## config.mk

```make
export PLATFORM = sky130hd
export DESIGN_NAME = rbfk_front
export DESIGN_NICKNAME = d
export VERILOG_FILES = /design/src/design/rbfk_pkg.sv /design/src/design/rbfk_front.sv
export SDC_FILE = /design/constraint.sdc
export NUM_CORES = 1
export LEC_CHECK = 0
export ABC_AREA = 1
export BUFFER_PORTS_ARGS = -buffer_cell sky130_fd_sc_hd__buf_2
export CAP_MARGIN = 20
export CORE_ASPECT_RATIO = 0.7
export CORE_MARGIN = 5
export CORE_UTILIZATION = 45
export CTS_BUF_LIST = sky130_fd_sc_hd__clkbuf_16
export CTS_CLUSTER_DIAMETER = 60
export DETAILED_ROUTE_END_ITERATION = 8
export SLEW_MARGIN = 5
export SYNTH_ARGS = -nofsm -noshare
export SYNTH_HDL_FRONTEND = slang
export SYNTH_SLANG_ARGS = --single-unit
```

## constraint.sdc

```tcl
create_clock -name clk -period 11.75 [get_ports clk]
set_input_delay 0.5875 -clock clk [delete_from_list [all_inputs] [get_ports clk]]
set_output_delay 0.5875 -clock clk [all_outputs]
set_load 0.005 [all_outputs]
```

## src/design/rbfk_pkg.sv

```systemverilog
// shared types and constants for the gaussian rbf kernel unit
// depends on nothing; used by every module of the block
`default_nettype none

package rbfk_pkg;

  localparam int ELEM_W     = 16;
  localparam int SQ_W       = 32;
  localparam int DIST_W     = 41;
  localparam logic [DIST_W-1:0] DIST_TOP = {DIST_W{1'b1}};
  localparam int KV_W       = 16;
  localparam int MAX_DIM    = 256;

  // restoring divide: 4 integer bits plus 32 fraction bits of the exponent
  localparam int DIV_STEPS  = 36;
  localparam int DVS_W      = 37;
  localparam int CNT_W      = 6;
  localparam int LAST_TERM  = 13;
  localparam int SQUARINGS  = 4;

  localparam int QUEUE_DEPTH = 2;
  localparam int QUEUE_AW    = 1;

  typedef struct packed {
    logic signed [ELEM_W-1:0] sample_elem;
    logic signed [ELEM_W-1:0] ref_elem;
    logic                     last;
  } in_item_t;

  typedef struct packed {
    logic [KV_W-1:0] kernel_value;
    logic            sigma_zero;
    logic            dist_saturated;
  } out_item_t;

  // one finished row handed from front to back
  typedef struct packed {
    logic [DIST_W-1:0] row_sum;
    logic              overflowed;
  } row_entry_t;

  typedef struct packed {
    logic valid;
    logic full;
  } queue_status_t;

  typedef enum logic [3:0] {
    BK_IDLE,
    BK_SQ,
    BK_CHK,
    BK_DIV,
    BK_SINIT,
    BK_MULT,
    BK_MULK,
    BK_CORR,
    BK_CAP,
    BK_SQMUL,
    BK_SQRND,
    BK_RND,
    BK_DONE
  } bk_state_t;

  // floor(2^32 / k) for the series divisors
  function automatic logic [31:0] recip(input logic [3:0] k);
    logic [31:0] m;
    case (k)
      4'd2:    m = 32'd2147483648;
      4'd3:    m = 32'd1431655765;
      4'd4:    m = 32'd1073741824;
      4'd5:    m = 32'd858993459;
      4'd6:    m = 32'd715827882;
      4'd7:    m = 32'd613566756;
      4'd8:    m = 32'd536870912;
      4'd9:    m = 32'd477218588;
      4'd10:   m = 32'd429496729;
      4'd11:   m = 32'd390451572;
      4'd12:   m = 32'd357913941;
      4'd13:   m = 32'd330382099;
      default: m = 32'd0;
    endcase
    return m;
  endfunction

endpackage

`default_nettype wire

```

## src/design/rbfk_front.sv

```systemverilog
// front end: takes element pairs, squares the difference and keeps the row sum
// depends on rbfk_pkg
`default_nettype none

module rbfk_front (
  input  wire logic                clk,
  input  wire logic                rst_n,
  input  wire logic                in_valid,
  output logic                     in_ready,
  input  wire rbfk_pkg::in_item_t  in_data,
  input  wire rbfk_pkg::queue_status_t q_stat,
  output logic                     push,
  output rbfk_pkg::row_entry_t     push_entry
);

  logic                      a_valid_r, a_valid_nxt;
  logic                      a_last_r;
  logic [rbfk_pkg::SQ_W-1:0] a_sq_r;
  logic [rbfk_pkg::DIST_W-1:0] sum_r, sum_nxt;
  logic                      ovf_r, ovf_nxt;

  logic signed [rbfk_pkg::ELEM_W:0] diff;
  logic [rbfk_pkg::ELEM_W:0]        diff_abs;
  logic [rbfk_pkg::ELEM_W-1:0]      mag;
  logic                             a_adv;
  logic                             accept;
  logic [rbfk_pkg::DIST_W:0]        sum_wide;
  logic                             sat;
  logic [rbfk_pkg::DIST_W-1:0]      sum_sat;

  always_comb begin
    diff     = {in_data.sample_elem[rbfk_pkg::ELEM_W-1], in_data.sample_elem}
             - {in_data.ref_elem[rbfk_pkg::ELEM_W-1], in_data.ref_elem};
    diff_abs = diff[rbfk_pkg::ELEM_W] ? (-diff) : diff;
    mag      = diff_abs[rbfk_pkg::ELEM_W-1:0];
  end

  // a row end waits here until the queue has room
  assign a_adv    = a_valid_r && (!a_last_r || !q_stat.full);
  assign in_ready = !a_valid_r || a_adv;
  assign accept   = in_valid && in_ready;

  always_comb begin
    sum_wide = {1'b0, sum_r} + {{(rbfk_pkg::DIST_W + 1 - rbfk_pkg::SQ_W){1'b0}}, a_sq_r};
    sat      = sum_wide[rbfk_pkg::DIST_W];
    sum_sat  = sat ? rbfk_pkg::DIST_TOP : sum_wide[rbfk_pkg::DIST_W-1:0];
  end

  always_comb begin
    a_valid_nxt = accept ? 1'b1 : (a_adv ? 1'b0 : a_valid_r);
    sum_nxt     = sum_r;
    ovf_nxt     = ovf_r;
    push        = 1'b0;
    push_entry.row_sum    = sum_sat;
    push_entry.overflowed = ovf_r | sat;
    if (a_adv) begin
      if (a_last_r) begin
        push    = 1'b1;
        sum_nxt = '0;
        ovf_nxt = 1'b0;
      end else begin
        sum_nxt = sum_sat;
        ovf_nxt = ovf_r | sat;
      end
    end
  end

  always_ff @(posedge clk) begin
    if (!rst_n) begin
      a_valid_r <= 1'b0;
      sum_r     <= '0;
      ovf_r     <= 1'b0;
    end else begin
      a_valid_r <= a_valid_nxt;
      sum_r     <= sum_nxt;
      ovf_r     <= ovf_nxt;
    end
  end

  always_ff @(posedge clk) begin
    if (accept) begin
      a_sq_r   <= mag * mag;
      a_last_r <= in_data.last;
    end
  end

endmodule

`default_nettype wire

```

==> impl_metrics.ini <==
[placed_design]
dp_hpwl_mm = 30.62
port_buffers = 80
routabilityCongestion = 0.9336
placed_cells = 2375

[floorplan]
fp.dieArea_sq_um = 34960
die_h_um = 157.9
die_w_um = 221.3
rows = 54
initial_core_util_pct = 45.36
ios = 82
coreArea_sq_um = 31010

[grt]
antenna_found_initial = 0
grt_overflow_total = 0
grt_pass1_wl_mm = 60.74
grt_start_max_net_pins = 43
grt.total_usage_pct = 21.28
grt_pass1_vias = 11830

[run_status]
outcome = finished, final reports clean

[setup_path]
crit_fanout = 19
crit_required_ns = 11.85
critical_path.max_stage_delay_ns = 0.57
path_class = in2reg
crit_path_start_kind = input port
cp.arrival_ns = 9.01
slowest_stage = fa_1
end_kind = register

[cts]
htreeDepth = 3
cts-resized-gates = 0
clk_pin_slew_ns = 0.06
cts_root_buffer = clkbuf_16
cts_max_path_buffers = 2
cts_tree = done
cts_made_buffers = 9
clock-sinks = 75
postCtsSetupRepairBufs = 0
cts_hold_buf = 0
clk_latency_ns = 0.35

[detailed_routing]
vias = 12160
drt_iter0_drc = 905
dr.pass1.iters = 5
avgViaCountPerCell = 5.088
drc = 0
post_drt_wl_per_cell_um = 15.23
routed_wl_mm = 36.41
ant_nets = 0

[final_layout]
fin_cells = 2390
final_layout_size_suffix_gt1_share_pct = 11.07
nets = 2315
num_antenna_cells = 0
syn2layout_area_growth_pct = 7.906

[logic_synthesis]
syn_nets = 2245
yosysTopAreaCellShare_pct = 23.48
avgSynthCellArea_sq_um = 7.420
synth-seq-cells = 75
synth_top_area_cell = fa_1
synth_top_cells_by_area = fa_1 23%, ha_1 13%, nand2_1 11%
ys_types = 58
synth_ff_type = dfxtp_1
yosysSeqAreaShare_pct = 12.95
async_flop_share_pct = 0
synth_edf_count = 32
synth_area_sq_um = 14070
synth_common_cells = 395 x nand2_1, 385 x inv_1, 165 x fa_1, 164 x nor2_1, 146 x ha_1
yosysMostFrequentCell = nand2_1
syn_inst = 1896
yosysWarnings = 0

[timing]
final-hold-violation-count = 0
period_share_pct = 75.82
period_needed_ns = 8.909
skew_ns = 0.01088
rsz0062_at_grt = false
hold-worst-slack_ns = 0.4163
setup_viol = 0
relSlewSlack_pct = 42.21
fmax_mhz = 112.2
tightest_slew_ns = 0.8577
drv_slew = 0
finalSetupTns_ns = 0

[hold_path]
hold_path.class = in2reg

[run]
max_cap_viol_count = 0
critical path: cells and delay by family:
kind                       cells  cell delay, ns
AOI/OAI and AO/OA              4            1.24
adders and majority gates      9            4.13
buffers and inverters          7            0.92
and+or+nand+nor               17            2.09
cell usage in the layout, fill, tap and decap left out, drive strengths merged, types with 43 or more instances in the layout:
master,instances
buf,90
a21oi,131
nand3,100
ha,146
nor2,190
o21ai,52
fa,165
inv,414
dfxtp,43
nand2,416
final cells by class:
| class | count | area [sq um] |
|---|---|---|
| Inverter | 414 | 1562 |
| Clock inverter | 6 | 82.58 |
| Tap cell | 420 | 525.5 |
| Sequential cell | 75 | 1822 |
| Multi-Input combinational cell | 1376 | 10490 |
| Clock buffer | 9 | 225.2 |
| Fill cell | 3115 | 15830 |
| Timing Repair Buffer | 90 | 475.5 |
logic make-up after synthesis:
| kind of cell | Yosys count | synth area share (%) |
|---|---|---|
| simple gates | 774 | 24.77 |
| fa+ha+maj | 311 | 36.46 |
| flops | 75 | 12.95 |
| buf+inv | 445 | 12.51 |
| xor+xnor | 55 | 3.718 |
| compound gates | 236 | 9.587 |
state kept, by name, indices dropped and copies added (netlist names):
register,cells
a_last_r,1
a_sq_r,31
a_valid_r,1
ovf_r,1
sum_r,41
path summary, 6_finish.rpt:
kind / from / endpoint / slack (ns) / cells after the start
min reg2reg: sum_r[16] / sum_r[16] / 0.47 / 2
max reg2reg: a_sq_r[12] / sum_r[32] / 8.68 / 12
max: in_data[1] / a_sq_r[29] / 2.84 / 37
min: in_data[0] / a_last_r / 0.42 / 1
layer usage:
layer  GRT usage, %  vias to the layer above  part of all wire [%]
met4          1.712                        0                  0.73
met3          4.059                       27                   6.6
li1               -                     6044                     -
met5              0                        -                     0
met2          31.37                      327                    40
met1          33.67                     5762                    53
through the flow:
step                setup slack [ns]  cell area [sq um]  util (%)
finish                         2.841              15180     48.95
detailed placement             2.612              14870     47.96
floorplan                      4.081              14070         -
global route                   2.318              15180     48.95
global placement               2.686              14870     47.96
CTS                            2.946              15180     48.95
Power is left out: the tool's default activity adds up to more than one toggle a clock period on the data nets, which glitch-free logic cannot reach.
