File: config.mk
export PLATFORM = sky130hd
export DESIGN_NAME = rbfk_queue
export DESIGN_NICKNAME = d
export VERILOG_FILES = /design/src/design/rbfk_pkg.sv /design/src/design/rbfk_queue.sv
export SDC_FILE = /design/constraint.sdc
export NUM_CORES = 1
export LEC_CHECK = 0
export ABC_AREA = 1
export BUFFER_PORTS_ARGS = -buffer_cell sky130_fd_sc_hd__buf_2
export CAP_MARGIN = 0
export CORE_MARGIN = 2
export CORE_UTILIZATION = 47
export CTS_CLUSTER_DIAMETER = 80
export DETAILED_ROUTE_END_ITERATION = 8
export MAX_ROUTING_LAYER = met4
export PLACE_DENSITY_LB_ADDON = 0.12
export SYNTH_ARGS = -nofsm -noshare
export SYNTH_HDL_FRONTEND = slang
export SYNTH_SLANG_ARGS = --single-unit
File: constraint.sdc
create_clock -name clk -period 2.7 [get_ports clk]
set_clock_uncertainty 0.1 [all_clocks]
set_input_delay 0.405 -clock clk [delete_from_list [all_inputs] [get_ports clk]]
set_output_delay 0.405 -clock clk [all_outputs]
set_load 0.01 [all_outputs]
File: src/design/rbfk_pkg.sv
// shared types and constants for the gaussian rbf kernel unit
// depends on nothing; used by every module of the block
`default_nettype none

package rbfk_pkg;

  localparam int ELEM_W     = 16;
  localparam int SQ_W       = 32;
  localparam int DIST_W     = 41;
  localparam logic [DIST_W-1:0] DIST_TOP = {DIST_W{1'b1}};
  localparam int KV_W       = 16;
  localparam int MAX_DIM    = 256;

  // restoring divide: 4 integer bits plus 32 fraction bits of the exponent
  localparam int DIV_STEPS  = 36;
  localparam int DVS_W      = 37;
  localparam int CNT_W      = 6;
  localparam int LAST_TERM  = 13;
  localparam int SQUARINGS  = 4;

  localparam int QUEUE_DEPTH = 2;
  localparam int QUEUE_AW    = 1;

  typedef struct packed {
    logic signed [ELEM_W-1:0] sample_elem;
    logic signed [ELEM_W-1:0] ref_elem;
    logic                     last;
  } in_item_t;

  typedef struct packed {
    logic [KV_W-1:0] kernel_value;
    logic            sigma_zero;
    logic            dist_saturated;
  } out_item_t;

  // one finished row handed from front to back
  typedef struct packed {
    logic [DIST_W-1:0] row_sum;
    logic              overflowed;
  } row_entry_t;

  typedef struct packed {
    logic valid;
    logic full;
  } queue_status_t;

  typedef enum logic [3:0] {
    BK_IDLE,
    BK_SQ,
    BK_CHK,
    BK_DIV,
    BK_SINIT,
    BK_MULT,
    BK_MULK,
    BK_CORR,
    BK_CAP,
    BK_SQMUL,
    BK_SQRND,
    BK_RND,
    BK_DONE
  } bk_state_t;

  // floor(2^32 / k) for the series divisors
  function automatic logic [31:0] recip(input logic [3:0] k);
    logic [31:0] m;
    case (k)
      4'd2:    m = 32'd2147483648;
      4'd3:    m = 32'd1431655765;
      4'd4:    m = 32'd1073741824;
      4'd5:    m = 32'd858993459;
      4'd6:    m = 32'd715827882;
      4'd7:    m = 32'd613566756;
      4'd8:    m = 32'd536870912;
      4'd9:    m = 32'd477218588;
      4'd10:   m = 32'd429496729;
      4'd11:   m = 32'd390451572;
      4'd12:   m = 32'd357913941;
      4'd13:   m = 32'd330382099;
      default: m = 32'd0;
    endcase
    return m;
  endfunction

endpackage

`default_nettype wire

File: src/design/rbfk_queue.sv
// small fifo of finished row sums between front and back
// depends on rbfk_pkg
`default_nettype none

module rbfk_queue (
  input  wire logic                  clk,
  input  wire logic                  rst_n,
  input  wire logic                  push,
  input  wire rbfk_pkg::row_entry_t  push_entry,
  input  wire logic                  pop,
  output rbfk_pkg::row_entry_t       head,
  output rbfk_pkg::queue_status_t    stat
);

  rbfk_pkg::row_entry_t                 mem_r [rbfk_pkg::QUEUE_DEPTH];
  logic [rbfk_pkg::QUEUE_AW-1:0]        wr_ptr_r, wr_ptr_nxt;
  logic [rbfk_pkg::QUEUE_AW-1:0]        rd_ptr_r, rd_ptr_nxt;
  logic [rbfk_pkg::QUEUE_AW:0]          count_r, count_nxt;

  assign head       = mem_r[rd_ptr_r];
  assign stat.valid = (count_r != '0);
  assign stat.full  = (count_r == (rbfk_pkg::QUEUE_AW + 1)'(rbfk_pkg::QUEUE_DEPTH));

  always_comb begin
    wr_ptr_nxt = push ? wr_ptr_r + 1'b1 : wr_ptr_r;
    rd_ptr_nxt = pop ? rd_ptr_r + 1'b1 : rd_ptr_r;
    count_nxt  = count_r;
    if (push && !pop) begin
      count_nxt = count_r + 1'b1;
    end else if (pop && !push) begin
      count_nxt = count_r - 1'b1;
    end
  end

  always_ff @(posedge clk) begin
    if (!rst_n) begin
      wr_ptr_r <= '0;
      rd_ptr_r <= '0;
      count_r  <= '0;
    end else begin
      wr_ptr_r <= wr_ptr_nxt;
      rd_ptr_r <= rd_ptr_nxt;
      count_r  <= count_nxt;
    end
  end

  always_ff @(posedge clk) begin
    if (push) begin
      mem_r[wr_ptr_r] <= push_entry;
    end
  end

endmodule

`default_nettype wire

==> metrics.txt, run 1 <==
r2r startpoint=wr_ptr_r$_SDFFE_PN0P_; setup tns final=0 ns; port buffer count=89; Fin. Hold Viols=0; H-tree levels=3; Seq cells post-synth=89; Vias/cell=4.62; synthesized instance count=166; top cells by area, synth=edfxtp_1 73%, mux2_4 17%, dfxtp_1 2.9%; Synthesized Nets=213; vias in the first global route=1730; clk slew on worst S/H paths=0.09 ns; gpl congestion=0.730; Clk Latency, worst-skew pair=0.35 ns; min Tclk post-route=2.29 ns; DR WL/cell=14.8 um; Remaining Overflow, GRT=0; status=completed; R2R Path End=mem_r[1][12]$_DFFE_PP_; total wire length=5490 um; Worst Setup Start Kind=flop; Hold Path End=mem_r[0][30]$_DFFE_PP_; clock tree buffer depth=2; Max-slew headroom=57.1%; area leader, netlist=edfxtp_1; initial antenna violation count=0; Hold Crit Class=in2reg; Ant. Diodes=0; first-pass GRT wire length=8660 um; die span in y=89.9 um; GRT Max-Usage Layer=met2; cts repair resizes=0; Critical Path Fanout Max=17; syn avg cell area=20.9 um2; MaxCap Viol Count=0; pwr dens=675 nW/um2; Vias=1714; CP endpoint kind=primary output; post-synth cell types=14; Highest Clock Rate=437 MHz; Post-CTS Setup Repair Bufs=0; # rows=31; CTS tree=yes; pin count of the biggest net entering global routing=26; Pre-Repair DR Iteration Count=4; min-delay src=push_entry[30]; Final Setup Violations=0; I/O pin count=90; DRT antenna net count=0; CTS Root Cell=clkbuf_8; CORE AREA=7180 um2; clock buffer count from CTS=9; worst vdd ir=348 uV; Worst Tran Pin Value=0.641 ns; starting density of the core=48.3%; die width=89.9 um; Slew Limit Fails=0; # nets final=314; period utilization=84.7%; GR Util met3=3.19%; r2r setup slk=1.03 ns; clk sinks=89; gr usage total=14.6%; Setup Crit Path Kind=reg2out; Worst Path Arrival=1.78 ns; CTS Hold Bufs=0; hpwl dp=3750 um; share of Yosys cell area claimed by the top area cell type=72.8%; GR Util met2=22.4%; P_leak=1.73 nW; Non-Filler Instances=371; Post-Syn Area=3460 um2; Die Area=8070 um2; register area share after synthesis=75.7%; Reg2Reg Depth=3; Hold Path Stages=1; DRC Markers=0; DP Cell Count=355; WP data required=2.19 ns; Area Growth Syn to Fin=21.9%; Yosys warning count=0; layout cell share with drive strength beyond 1=57.0%; RSZ-0062 raised after global routing=no; GR Layer Usage met1=17.5%; Iteration-0 DRC Markers=129
## critical path, stage by stage (launching register included)
cell and delay [ns]:
dfxtp_2 0.69, buf_4 0.28, mux2_4 0.31, buf_2 0.14
## layer usage
metal	vias up	part of all wire, %
met2	62	48
met4	0	4.0
li1	831	-
met5	-	0
met3	14	5.8
met1	807	42
## where the power goes
part,total [mW],leakage [nW],switching [mW],internal [mW]
clock,0.909,0.102,0.471,0.437
sequential,1.62,0.830,0.0301,1.59
combinational,0.319,0.794,0.148,0.171
total,2.85,1.73,0.649,2.20
## cell usage in the layout (no fill, tap or decap), drive strengths merged
cell type  instances
clkbuf             9
dfxtp              5
o21ai              1
nand4              1
clkinv             3
ha                 1
a21oi              1
mux2              42
nand3              1
inv               11
nand2              9
edfxtp            84
buf               95
bufinv             1
nor2               8
## Yosys cell counts
cell type and count:
inv_1 8, nand3_1 1, nand2_1 9, mux2_4 40
o21ai_0 1, buf_6 1, dfxtp_1 5, nor2_1 8
a21oi_1 1, nand4_1 1, edfxtp_1 84, ha_1 1
mux2_2 2, buf_12 4
## sequential cells by signal, summed over array words and instances (netlist names), named ones only
| register | cells |
|---|---|
| mem_r | 84 |
| count_r | 2 |
| rd_ptr_r | 1 |
| wr_ptr_r | 1 |
## worst max-delay path by stage
stage	to	slack, ns	cells after the start
after floorplan	mem_r[0][0]$_DFFE_PP_	0.67	2
after global placement	head[5]	0.78	3
after detailed placement	head[2]	0.75	3
after CTS	head[2]	0.35	3
after global routing	head[2]	0.32	3
final	head[2]	0.41	3
## kinds of logic (layout without fill, tap and decap cells)
group                      Yosys count  count (layout)  synth area share [%]
DFF                                 89              89                  75.7
and+or+nand+nor                     19              19                  2.17
AOI/OAI and AO/OA                    2               2                 0.289
adders and majority gates            1               1                 0.361
buffers and inverters               13             119                  3.50
muxes                               42              42                  18.0
## final cells by class
cell class | count | area [um2]
Multi-Input combinational cell | 64 | 728
Clock buffer | 9 | 124
Clock inverter | 7 | 77.6
Sequential cell | 89 | 2620
Tap cell | 99 | 124
Inverter | 8 | 30.0
Timing Repair Buffer | 95 | 515
Fill cell | 556 | 2950
## metrics by stage
step / setup WS (ns) / hold slack (ns) / utilization (%) / area [um2] / power [mW]
2_1_floorplan: 0.667 / 0.363 / - / 3470 / 1.86
3_3_place_gp: 0.776 / 0.380 / 56.0 / 4020 / 1.97
3_5_place_dp: 0.749 / 0.394 / 56.0 / 4020 / 1.98
4_1_cts: 0.354 / 0.112 / 58.8 / 4220 / 2.89
5_1_grt: 0.322 / 0.116 / 58.8 / 4220 / 2.96
6_report: 0.414 / 0.131 / 58.8 / 4220 / 2.85
No activity file was read; power rests on OpenSTA's default activity.
==> run 2, diff against run 1 <==
Settings changed: CORE_UTILIZATION 47 to 52.
Clock period 2.7 ns to 2.4 ns, I/O delays scaled along.
==> metrics.txt, run 2 (synthesized netlist as in run 1, its figures left out) <==
multi-input logic area=728 um2; setup tns final=0 ns; clock buffer count from CTS=9; hpwl dp=3710 um; Slew Limit Fails=0; period utilization=88.9%; clock tree buffer depth=2; Fin. Hold Viols=0; Post-CTS Setup Repair Bufs=0; pin count of the biggest net entering global routing=29; Clk Latency, worst-skew pair=0.32 ns; total wire length=5330 um; Worst Path Arrival=1.67 ns; I/O pin count=90; MaxCap Viol Count=0; Critical Path Fanout Max=19; commonest non-fill, non-tap cell in the layout=buf_2; WP data required=1.94 ns; Ant. Diodes=0; CTS Hold Bufs=0; Vias/cell=4.91; Final Instance Area=4180 um2; P_leak=1.72 nW; # rows=29; register area=2620 um2; CTS Root Cell=clkbuf_8; Hold Path Stages=1; layout cell share with drive strength beyond 1=56.1%; Vias=1708; Setup Crit Path Kind=reg2out; Highest Clock Rate=469 MHz; gr usage total=15.3%; first-pass GRT wire length=8030 um; RSZ-0062 raised after global routing=no; clk slew on worst S/H paths=0.08 ns; die span in y=85.6 um; Max-slew headroom=69.5%; Die Area=7330 um2; min Tclk post-route=2.13 ns; Worst Setup Start Kind=flop; cts repair resizes=0; clk sinks=89; max reg flops=84; die width=85.6 um; gpl congestion=0.733; Cell Area, Placed=4010 um2; initial antenna violation count=0; CTS tree=yes; Top Registers=mem_r: 84 flops, count_r: 2 flops; Worst Tran Pin Value=0.458 ns; Largest Register=mem_r; worst vdd ir=485 uV; fill count=468; Iteration-0 DRC Markers=65; Hold Crit Class=in2reg; H-tree levels=3; Area Growth Syn to Fin=20.7%; port buffer count=89; DRC Markers=0; vias in the first global route=1663; DRT antenna net count=0; Final Setup Violations=0; Reg2Reg Depth=3; CP endpoint kind=primary output; Pre-Repair DR Iteration Count=4; starting density of the core=54.3%; Remaining Overflow, GRT=0; DR WL/cell=15.3 um; pwr dens=744 nW/um2; CORE AREA=6390 um2; # nets final=314; most frequent cells in the layout=89 x buf_2, 84 x edfxtp_1, 40 x mux2_4; fin util=65.5%; status=completed
run 2: power breakdown:
group	total [mW]	leakage (nW)	internal, mW	switching (mW)
Sequential	1.82	0.830	1.79	0.0310
Clock	0.923	0.0910	0.466	0.457
Combinational	0.365	0.797	0.195	0.169
Total	3.11	1.72	2.45	0.658
run 2: metrics by stage:
stage               std cells  hold slack [ns]  setup slack [ns]  power [mW]
global placement          333            0.376             0.587        2.22
detailed placement        333            0.398             0.600        2.23
global route              348           0.0889             0.196        3.24
floorplan                 166            0.359             0.412        2.09
finish                    348            0.108             0.266        3.11
CTS                       348           0.0916             0.224        3.15
run 2: worst max-delay path: stages (launching register included):
cell and delay, ns:
dfxtp_2 0.62, buf_12 0.25, mux2_4 0.31, buf_2 0.15
run 2: path summary, 6_finish.rpt:
path	slack, ns	endpoint	start
hold / removal	0.11	mem_r[0][39]$_DFFE_PP_	push_entry[39]
setup / recovery	0.27	head[10]	flop
hold reg to reg	0.41	rd_ptr_r$_SDFFE_PN0P_	rd_ptr_r$_SDFFE_PN0P_
setup reg to reg	0.94	mem_r[1][7]$_DFFE_PP_	wr_ptr_r$_SDFFE_PN0P_
run 2: per-layer routing:
layer	track usage [%]	vias to the layer above	routed length, um
met5	-	-	0
met4	6.93	0	53
met3	3.66	6	285
met2	24.3	51	2790
met1	18.8	823	2210
li1	-	828	-
run 2: cell type report:
cell class / instances / area share, %
Timing Repair Buffer: 95 / 12.6
Multi-Input combinational cell: 64 / 17.4
Inverter: 8 / 0.718
Clock inverter: 5 / 1.14
Tap cell: 77 / 2.30
Sequential cell: 89 / 62.7
Clock buffer: 10 / 3.05
==> run 3, diff against run 2 <==
Settings changed: SETUP_SLACK_MARGIN set to 0.5.
==> metrics.txt, run 3 (synthesized netlist as in run 1, its figures left out) <==
status=completed; WP data required=1.94 ns; MaxCap Viol Count=0; CP bufs+invs=2; starting density of the core=54.3%; CP endpoint kind=primary output; Iteration-0 DRC Markers=155; # nets final=315; I/O pin count=90; Remaining Overflow, GRT=0; fill count=452; # rows=29; CTS tree=yes; Hold Crit Class=in2reg; gpl congestion=0.700; Max-slew headroom=69.8%; period utilization=77.3%; pin count of the biggest net entering global routing=25; post-route setup slack=0.546 ns; Slew Limit Fails=0; Largest delay share family, worst path=flip-flops; P_leak=1.74 nW; DRT antenna net count=0; Clk Latency, worst-skew pair=0.33 ns; CP max stage cell=dfxtp_4; Cell Chain, Critical Path=clkbuf_16, mux2_4, buf_2; CORE AREA=6390 um2; Pwr Total=3.12 mW; GRT Max-Usage Layer=met2; GR Util met3=5.58%; Reg2Reg Depth=3; R2R Path End=mem_r[1][25]$_DFFE_PP_; multi-input logic area=728 um2; Worst Path Arrival=1.39 ns; DR WL/cell=16.0 um; H-tree levels=3; worst setup path end=head[30]; Vias=1724; DP Cell Count=332; clk slew on worst S/H paths=0.08 ns; hpwl dp=3730 um; Worst Setup Start Kind=flop; first-pass GRT wire length=8450 um; commonest non-fill, non-tap cell in the layout=buf_2; Pre-Repair DR Iteration Count=4; die span in y=85.6 um; Top Registers=mem_r: 84 flops, count_r: 2 flops; vias in the first global route=1747; Critical Path Max Stage Delay=0.42 ns; Area Growth Syn to Fin=22.1%; GR Layer Usage met1=18.2%; Die Area=7330 um2; CTS Hold Bufs=0; Largest Register=mem_r; total wire length=5590 um; fin util=66.2%; layout cell share with drive strength beyond 1=56.3%; RSZ-0062 raised after global routing=yes; clock tree buffer depth=2; min Tclk post-route=1.85 ns; gr usage total=16.2%; Post-Place Worst Slack=0.742 ns; r2r startpoint=wr_ptr_r$_SDFFE_PN0P_; DRC Markers=0; initial antenna violation count=1; Vias/cell=4.93; port buffer count=89; Fin. Hold Viols=0; most frequent cells in the layout=89 x buf_2, 84 x edfxtp_1, 40 x mux2_4; GR Util met2=26.8%; worst vdd ir=460 uV; Final Instance Area=4230 um2; WP depth=3; max reg flops=84; clock buffer count from CTS=9; clk sinks=89; Non-Filler Instances=350; Critical Path Fanout Max=10; r2r setup slk=0.86 ns; setup tns final=0 ns; register area=2630 um2; CTS Root Cell=clkbuf_8; Worst Tran Pin Value=0.453 ns; pwr dens=738 nW/um2; WHS=0.103 ns; Final Setup Violations=0; die width=85.6 um; Highest Clock Rate=539 MHz; Cell Area, Placed=3970 um2; Setup Crit Path Kind=reg2out
[run 3: area by class of cell]
class                           count  area share, %
Sequential cell                    89           62.1
Multi-Input combinational cell     64           17.2
Timing Repair Buffer               96           13.5
Clock buffer                       10           3.02
Tap cell                           77           2.28
Clock inverter                      5           1.12
Inverter                            8          0.710
Antenna cell                        1         0.0592
[run 3: power by group]
| part | switching (mW) | leakage, nW | internal (mW) | total, mW |
|---|---|---|---|---|
| Combinational | 0.181 | 0.815 | 0.205 | 0.386 |
| Clock | 0.452 | 0.0910 | 0.465 | 0.917 |
| Sequential | 0.0266 | 0.831 | 1.79 | 1.82 |
[run 3: how the worst min path moves through the flow]
stage / slack, ns / depth (start not counted) / startpoint / endpoint
6_report: 0.10 / 1 / push_entry[41] / mem_r[0][41]$_DFFE_PP_
5_1_grt: 0.08 / 1 / push_entry[41] / mem_r[0][41]$_DFFE_PP_
3_5_place_dp: 0.41 / 2 / rd_ptr_r$_SDFFE_PN0P_ / flop
2_1_floorplan: 0.36 / 0 / push_entry[0] / mem_r[0][0]$_DFFE_PP_
4_1_cts: 0.09 / 1 / push_entry[40] / mem_r[0][40]$_DFFE_PP_
3_3_place_gp: 0.38 / 2 / rd_ptr_r$_SDFFE_PN0P_ / rd_ptr_r$_SDFFE_PN0P_
[run 3: repair_timing]
| action | in CTS | in global routing |
|---|---|---|
| setup endpoints to repair | 42 | 42 |
| gates resized for setup | 3 | 4 |
| buffers inserted | 0 | 0 |
| gates cloned | 0 | 2 |
[run 3: layer usage]
layer	wire length, um	part of all wire, %	vias to the layer above
met1	2180	39	826
li1	-	-	831
met2	2970	53	61
met3	395	7.1	6
met4	48	0.86	0
met5	0	0	-
